--- src/hw/rtl/tpcq_pkg.sv ---
package tpcq_pkg;

    // Depth of each command queue and the widths that follow from it.
    localparam int QUEUE_DEPTH = 128;
    localparam int PTR_W       = (QUEUE_DEPTH > 1) ? $clog2(QUEUE_DEPTH) : 1;
    localparam int FILL_W      = $clog2(QUEUE_DEPTH + 1);

    // Operation codes of an input item.
    typedef enum logic [1:0] {
        OP_ENQ_NORMAL = 2'd0,
        OP_ENQ_URGENT = 2'd1,
        OP_EXECUTE    = 2'd2,
        OP_NONE       = 2'd3
    } t_op;

    // Back end sequencer states.
    typedef enum logic {
        ST_IDLE = 1'b0,
        ST_EXEC = 1'b1
    } t_back_state;

    // One input item as it arrives on the push side.
    typedef struct packed {
        logic [1:0] operation;
        logic [2:0] motion;
        logic [7:0] speed;
        logic [7:0] duration;
    } t_in_item;

    // One stored command word.
    typedef struct packed {
        logic [2:0] motion;
        logic [7:0] speed;
        logic [7:0] duration;
    } t_cmd;

    // One result item as it leaves on the pop side.
    typedef struct packed {
        logic        command_valid;
        logic [2:0]  out_motion;
        logic [7:0]  out_speed;
        logic [7:0]  out_duration;
        logic        was_urgent;
        logic        queue_full;
        logic [31:0] elapsed_time;
        logic [31:0] weighted_speed_sum;
        logic [31:0] run_time_total;
        logic [15:0] normal_count;
        logic [7:0]  max_speed;
    } t_out_item;

endpackage

--- src/hw/rtl/tpcq_front.sv ---
module tpcq_front (
    input  logic              i_clk,
    input  logic              i_rst_n,
    input  logic              push,
    output logic              full,
    input  tpcq_pkg::t_in_item i_item,
    output tpcq_pkg::t_in_item o_item,
    output logic              o_avail,
    input  logic              i_take
);
    import tpcq_pkg::*;

    t_in_item   r_slot [2];
    logic       r_wr_ptr;
    logic       r_rd_ptr;
    logic [1:0] r_count;
    logic [1:0] n_count;
    logic       push_ok;
    logic       take_ok;

    assign full    = (r_count == 2'd2);
    assign o_avail = (r_count != 2'd0);
    assign o_item  = r_slot[r_rd_ptr];
    assign push_ok = push && !full;
    assign take_ok = i_take && o_avail;

    // Occupancy follows the transfers on both sides.
    always_comb begin
        n_count = r_count;
        if (push_ok && !take_ok) begin
            n_count = r_count + 2'd1;
        end else if (take_ok && !push_ok) begin
            n_count = r_count - 2'd1;
        end
    end

    // Pointers and occupancy.
    always_ff @(posedge i_clk) begin
        if (!i_rst_n) begin
            r_wr_ptr <= 1'b0;
            r_rd_ptr <= 1'b0;
            r_count  <= 2'd0;
        end else begin
            if (push_ok) begin
                r_wr_ptr <= ~r_wr_ptr;
            end
            if (take_ok) begin
                r_rd_ptr <= ~r_rd_ptr;
            end
            r_count <= n_count;
        end
    end

    // Item slots.
    always_ff @(posedge i_clk) begin
        if (push_ok) begin
            r_slot[r_wr_ptr] <= i_item;
        end
    end

endmodule

--- config.mk ---
export PLATFORM = sky130hd
export DESIGN_NAME = tpcq_front
export DESIGN_NICKNAME = d
export VERILOG_FILES = /design/src/hw/rtl/tpcq_pkg.sv /design/src/hw/rtl/tpcq_front.sv
export SDC_FILE = /design/constraint.sdc
export NUM_CORES = 1
export LEC_CHECK = 0
export ABC_AREA = 0
export BUFFER_PORTS_ARGS = -buffer_cell sky130_fd_sc_hd__buf_2
export CORE_AREA = 3 3 58 114
export DETAILED_ROUTE_END_ITERATION = 10
export DIE_AREA = 0 0 61 117
export MAX_ROUTING_LAYER = met4
export PLACE_DENSITY = 0.48
export SLEW_MARGIN = 0
export SYNTH_ARGS = -nofsm -noshare
export SYNTH_HDL_FRONTEND = slang
export SYNTH_SLANG_ARGS = --single-unit
--- constraint.sdc ---
create_clock -name i_clk -period 2.2 [get_ports i_clk]
set_input_delay 0.44 -clock i_clk [delete_from_list [all_inputs] [get_ports i_clk]]
set_output_delay 0.44 -clock i_clk [all_outputs]
set_load 0.01 [all_outputs]
Yosys cells after proc, flatten, opt, wreduce, memory -nomap -nowiden
Memories as Yosys holds them, arrays and structs flattened. A register that Yosys moved wholly into a read port is not among the register bits.
Cells that the tools add are included.
W data, S select, Z words.
- add/sub/neg operators: 2
- multiply operators: 0
- divide/modulo/power cells: 0
- $lt $le $gt $ge: 0
- eq/ne operators: 1
- shift-type cells: 0
- muxes and demuxes: 6
- bitwise operators: 2
- reduce and logical (&&, ||, !) cells: 9
- operators with widths (kind ; number):
    $logic_and A1 B1 Y1 ; 4
    $mux W1 ; 4
    $mux W2 ; 2
    $reduce_bool A2 Y1 ; 2
    $logic_not A1 Y1 ; 3
    $add A2 B1 Y2 const B ; 1
    $eq A2 B2 Y1 const B ; 1
    $not A1 Y1 ; 2
    $sub A2 B1 Y2 const B ; 1
- flip-flop bits (word level): 4
- latch bits: 0
- bits in writable memories: 42
- ROM bits: 0
- output and inout port bits: 23
- memories: 1
- memories (memory ; words ; width ; read ports ; clocked after memory_dff ; write ports ; line ; RTL):
    r_slot ; 2 ; 21 ; 1 ; 1 ; 1 ; tpcq_front.sv:13 ; t_in_item r_slot [2];

Longest topological paths before layout
Gate-level depths: netlist of the first run.
- word-level depth: 7
- depth in mapped cells: 7
- gate-level depth less buffers: 7

Worst setup path after synthesis of the first run
OpenSTA, ideal clock, no wires.
- kind: register to register
- from: register r_count[0]
- to: memory r_slot[0][0] (netlist name), enable pin
- setup time: 0.397 ns
- arrival time: 1.473 ns
- slack: 0.329 ns
- stages on the path, launching flop included: 4
- cell sequence: dfxtp_1 -> nand2b_1 -> inv_2 -> nor3_2
- cells in the longest elaborated chain, start to end: 5
- RTL lines (what ; line ; RTL):
    start, declared ; tpcq_front.sv:16 ; logic [1:0] r_count;
    start signal, assigned ; tpcq_front.sv:50 ; r_count <= n_count;
    $eq A2 B2 Y1 ; tpcq_front.sv:21 ; assign full = (r_count == 2'd2);
    net full ; tpcq_front.sv:5 ; output logic full,
    $logic_not A1 Y1 ; tpcq_front.sv:24 ; assign push_ok = push && !full;
    $logic_and A1 B1 Y1 ; tpcq_front.sv:24 ;
    $mux W1 ; tpcq_front.sv:56 ; if (push_ok) begin
    $mux W1 (implied by the code) ; tpcq_front.sv:57 ; r_slot[r_wr_ptr] <= i_item;
    end, declared ; tpcq_front.sv:13 ;
The timed path passes the listed nets, and every way through them passes these cells.

==> results of run 1 <==
[stage by stage]
step                      cells  power [mW]  utilization, %
after floorplan              90        1.63               -
after global placement      202        1.90            36.1
after detailed placement    202        1.92            36.1
after CTS                   210        2.76            38.9
after global routing        210        2.86            38.9
final                       210        2.71            38.9
[worst reg2reg max path, cell delays in order (launching register included)]
cell and delay (ns):
dfxtp_1 0.40, nand2b_1 0.17, inv_2 0.07, nor2_1 0.10, ha_1 0.27, or3_1 0.37, a21boi_1 0.14
[registers in the layout, summed over array words and instances (netlist names), named ones only]
name,cells
r_slot,42
r_count,2
r_wr_ptr,1
r_rd_ptr,1
[layer usage]
layer	part of all wire, %	global-route usage (%)
met1	36	9.91
met3	5.5	3.18
met4	2.7	5.64
met5	0	-
met2	56	18.2
[placed cells by master, fill, tap and decap left out, types with 2 or more instances in the layout]
cell type	Yosys	routed
and2_1	3	3
buf_2	2	47
buf_4	0	6
clkbuf_1	0	2
clkbuf_16	0	5
dfxtp_1	5	5
edfxtp_1	42	42
mux2_2	21	21
xnor2_1	2	2
[report_power, final]
group,internal (mW),switching [mW]
logic,0.353,0.356
registers,1.13,0.0473
clock network,0.536,0.286
[final cells by class]
type                    instances  area share, %
inverters                       2          0.332
clock inverters                 1           1.33
repair buffers                 53           12.4
multi-input cells              39           16.4
clock buffers                   7           5.87
flip-flops and latches         47           60.2
well taps                      61           3.38
[cell families (layout without fill, tap and decap cells)]
family                   Yosys count  after routing  share of synthesized area (%)
AO/OA/AOI/OAI                      5              5                           1.87
XOR/XNOR                           3              3                           1.51
adder cells (fa/ha/maj)            1              1                          0.717
buffers and inverters              4             63                           1.00
flip-flops                        47             47                           78.0
multiplexers                      21             21                           13.6
AND/OR/NAND/NOR                    9              9                           3.30
[path summary, 6_finish.rpt]
check / endpoint / slack, ns / cells after the start / startpoint
min reg2reg: r_count[1] / 0.52 / 2 / r_count[1]
max: o_item[6] / 0.43 / 3 / register
min: r_slot[0][12] / 0.34 / 1 / i_item[12]
max reg2reg: r_count[1] / 0.62 / 6 / r_count[0]
==> flow_metrics.py, run 1 <==
metrics = {
    "status": {
        "run_status": "completed",
    },
    "clocking": {
        "cts_setup_buffers": 0,
        "cts_max_level": 2,
        "cts_hold_buf": 0,
        "cts_inserted_buffers": 5,
        "cts-root-buf": "clkbuf_16",
        "cts.repair.resized": 0,
        "clk_path_buf_depth": 2,
        "clk_pin_slew_worst_paths_ns": 0.06,
        "cts_tree": "done",
        "worstSkewPairLatency_ns": 0.28,
        "cts_sinks": 47,
    },
    "floorplanning": {
        "row_count": 39,
        "die_area_mm2": 0.00714,
        "io-pin-count": 48,
        "die_x_um": 61,
        "design.core.area_mm2": 0.00581,
        "initial_core_util_pct": 30.0,
        "die_h_um": 117,
    },
    "logic_synthesis": {
        "syn_area_mm2": 0.00174,
        "synth_flop_cell": "edfxtp_1",
        "yosysTopAreaCellShare_pct": 72.3,
        "yosysTopAreaCell": "edfxtp_1",
        "ys_seq_area_share_pct": 78.0,
        "synthTopCellsByArea": "edfxtp_1 (72%), mux2_2 (14%), dfxtp_1 (5.7%), and2_1 (1.1%), xnor2_1 (1.0%)",
        "synth_nets": 116,
        "ys_warn_count": 0,
        "ys_async_sr_fraction_pct": 0,
        "yosysMostFrequentCell": "edfxtp_1",
        "ys_types": 21,
        "synthCells": 90,
        "synth.top_cells.by_count": "edfxtp_1 (42), mux2_2 (21), dfxtp_1 (5), and2_1 (3)",
        "synth_edf_count": 42,
        "ys_ff_latch": 47,
        "synth_area_per_cell_um2": 19.4,
    },
    "pwr": {
        "vdd_drop_max_v": 0.000656,
        "p_leak_nw": 0.871,
        "powerDensity_mw_per_mm2": 1200,
    },
    "placement": {
        "postPlaceCellArea_mm2": 0.00210,
        "gp_congestion": 0.664,
        "port_buffers": 47,
        "dpl_worst_slack_ns": 0.567,
        "dp_hpwl_um": 2450,
    },
    "flow_run": {
        "maxCapViolCount": 0,
    },
    "sta": {
        "fin_worst_skew_ns": 0.00592,
        "tns_ns": 0,
        "min_period_ns": 1.77,
        "whs_ns": 0.341,
        "post-route-period-util_pct": 80.4,
        "fin_ws_ns": 0.432,
        "rsz0062_at_grt": "no",
        "slew_headroom_pct": 72.8,
        "fmax_mhz": 566,
        "maxSlewViolCount": 0,
        "setup_viol": 0,
        "finalHoldViolCount": 0,
        "tightest_slew_ns": 0.406,
    },
    "min_path": {
        "hp-class": "in -> reg",
    },
    "layout": {
        "syn2layout_area_growth_pct": 29.6,
        "ff_latch_area_mm2": 0.00136,
        "final_area_mm2": 0.00226,
        "nFillCells": 553,
        "final_nets": 174,
        "multiInputGateArea_um2": 372,
        "diodes": 0,
        "drive_gt1_share_pct": 55.7,
    },
    "grt": {
        "antenna_found_initial": 0,
        "grt_max_degree": 15,
        "grt-ovfl-total": 0,
        "grt_usage_pct": 10.5,
        "grt_pass1_vias": 1050,
        "grt_pass1_wl_um": 5070,
    },
    "critical_path": {
        "crit_chain": "buf_4 -> mux2_2 -> buf_2",
        "critPathTopFamily": "buffers and inverters",
        "cpPeakStageDelay_ns": 0.36,
        "path_buf_inv": 2,
        "critPathLaunchType": "register",
        "crit_type": "reg -> out",
        "cp-end-kind": "primary output",
        "slowest_stage": "mux2_2",
        "path_max_fanout": 13,
        "crit_arrival_ns": 1.33,
        "cp.required_ns": 1.76,
    },
    "routing": {
        "drt-initial-drc-count": 40,
        "vias": 958,
        "viasPerCell": 4.56,
        "postRouteAntennaNets": 0,
        "post_drt_wl_per_cell_um": 15.4,
        "firstDrtPassIters": 3,
        "drc": 0,
        "wl_um": 3240,
    },
}
(Power assumes the default switching activity.)
==> run 2, diff against run 1 <==
==> constraint.sdc (replaced) <==
create_clock -name i_clk -period 1.8 [get_ports i_clk]
set_input_delay 0.36 -clock i_clk [delete_from_list [all_inputs] [get_ports i_clk]]
set_output_delay 0.36 -clock i_clk [all_outputs]
set_load 0.01 [all_outputs]
==> flow_metrics.py, run 2 (same netlist as run 1, synthesis figures left out) <==
metrics = {
    "critical_path": {
        "cp-end-kind": "primary output",
        "crit_type": "reg -> out",
        "path_max_fanout": 14,
        "critPathLaunchType": "register",
        "cp.required_ns": 1.44,
        "crit_arrival_ns": 1.35,
    },
    "clocking": {
        "cts_sinks": 47,
        "cts_inserted_buffers": 5,
        "cts_max_level": 2,
        "clk_path_buf_depth": 2,
        "cts_tree": "done",
        "cts_setup_buffers": 0,
        "cts-root-buf": "clkbuf_16",
        "clk_pin_slew_worst_paths_ns": 0.06,
        "cts.repair.resized": 0,
        "worstSkewPairLatency_ns": 0.28,
        "cts_hold_buf": 0,
    },
    "grt": {
        "grt_pass1_wl_um": 4870,
        "grt_usage_pct": 10.5,
        "antenna_found_initial": 0,
        "grt-ovfl-total": 0,
        "grt_pass1_vias": 1062,
        "grt_max_degree": 22,
    },
    "sta": {
        "fmax_mhz": 586,
        "tightest_slew_ns": 0.305,
        "post-route-period-util_pct": 94.7,
        "maxSlewViolCount": 0,
        "setup_viol": 0,
        "fin_worst_skew_ns": 0.00326,
        "slew_headroom_pct": 79.7,
        "min_period_ns": 1.71,
        "whs_ns": 0.263,
        "tns_ns": 0,
        "finalHoldViolCount": 0,
        "rsz0062_at_grt": "no",
    },
    "routing": {
        "firstDrtPassIters": 4,
        "vias": 957,
        "post_drt_wl_per_cell_um": 15.6,
        "postRouteAntennaNets": 0,
        "drc": 0,
        "drt-initial-drc-count": 28,
        "wl_um": 3260,
        "viasPerCell": 4.58,
    },
    "layout": {
        "reg_top3": "r_slot x42, r_count x2",
        "final_area_mm2": 0.00223,
        "layout_common_cells": "buf_2 (47), edfxtp_1 (42), mux2_2 (21)",
        "largest-register": "r_slot",
        "syn2layout_area_growth_pct": 27.7,
        "drive_gt1_share_pct": 55.4,
        "final_nets": 173,
        "largest_reg_flops": 42,
        "layout_commonest_cell": "buf_2",
        "final_cells": 209,
        "diodes": 0,
    },
    "flow_run": {
        "maxCapViolCount": 0,
    },
    "floorplanning": {
        "design.core.area_mm2": 0.00581,
        "initial_core_util_pct": 30.0,
        "die_area_mm2": 0.00714,
        "die_x_um": 61,
        "die_h_um": 117,
        "io-pin-count": 48,
        "row_count": 39,
    },
    "placement": {
        "postPlaceCellArea_mm2": 0.00209,
        "gp_congestion": 0.638,
        "dp_hpwl_um": 2290,
        "placedCellCount": 201,
        "port_buffers": 47,
    },
    "pwr": {
        "finalPower_mw": 3.17,
        "vdd_drop_max_v": 0.000910,
        "p_leak_nw": 0.856,
        "powerDensity_mw_per_mm2": 1420,
    },
    "min_path": {
        "hp-class": "in -> reg",
    },
    "status": {
        "run_status": "completed",
    },
}
==> run 2: changes by cell type in the layout (fill, tap and decap cells not counted), sizes merged <==
cell	delta
clkinv	+1
buf	-1
bufinv	-1
==> run 2: stage by stage <==
stage,worst slack [ns],util (%)
detailed placement,0.197,36.0
global placement,0.323,36.0
floorplan,0.246,-
global route,0.0108,38.4
CTS,0.0658,38.4
finish,0.0948,38.4
==> run 2: worst max-delay path, cell delays in order (launching register included) <==
cell	delay, ns
dfxtp_1	0.32
buf_4	0.23
mux2_2	0.36
buf_2	0.14
==> run 2: layout make-up <==
class                           instances  area, µm²
Timing Repair Buffer                   52        273
Sequential cell                        47       1360
Tap cell                               61       76.3
Clock buffer                            7        133
Fill cell                             574       3580
Clock inverter                          1       5.00
Multi-Input combinational cell         39        372
Inverter                                2       7.51
==> run 2: path summary, 6_finish.rpt <==
kind | from | endpoint | slack (ns) | cells after the start
worst max-delay path | register | o_item[4] | 0.09 | 3
worst min-delay path | i_item[18] | r_slot[0][18] | 0.26 | 1
worst max register to register | r_count[0] | r_count[1] | 0.17 | 6
worst min register to register | r_count[1] | r_count[1] | 0.55 | 2
==> run 2: power by group <==
part	internal (mW)	switching, mW	total [mW]	leakage (nW)
registers	1.38	0.0623	1.44	0.434
clock network	0.513	0.350	0.863	0.0679
logic	0.426	0.437	0.863	0.354
total	2.32	0.849	3.17	0.856
==> run 2: metal layers <==
metal | share of wire, % | global-route usage (%) | vias to the layer above
met3 | 7.1 | 4.61 | 7
met5 | 0 | - | -
met1 | 32 | 8.45 | 467
met2 | 58 | 18.2 | 30
li1 | - | - | 453
met4 | 2.9 | 6.95 | 0
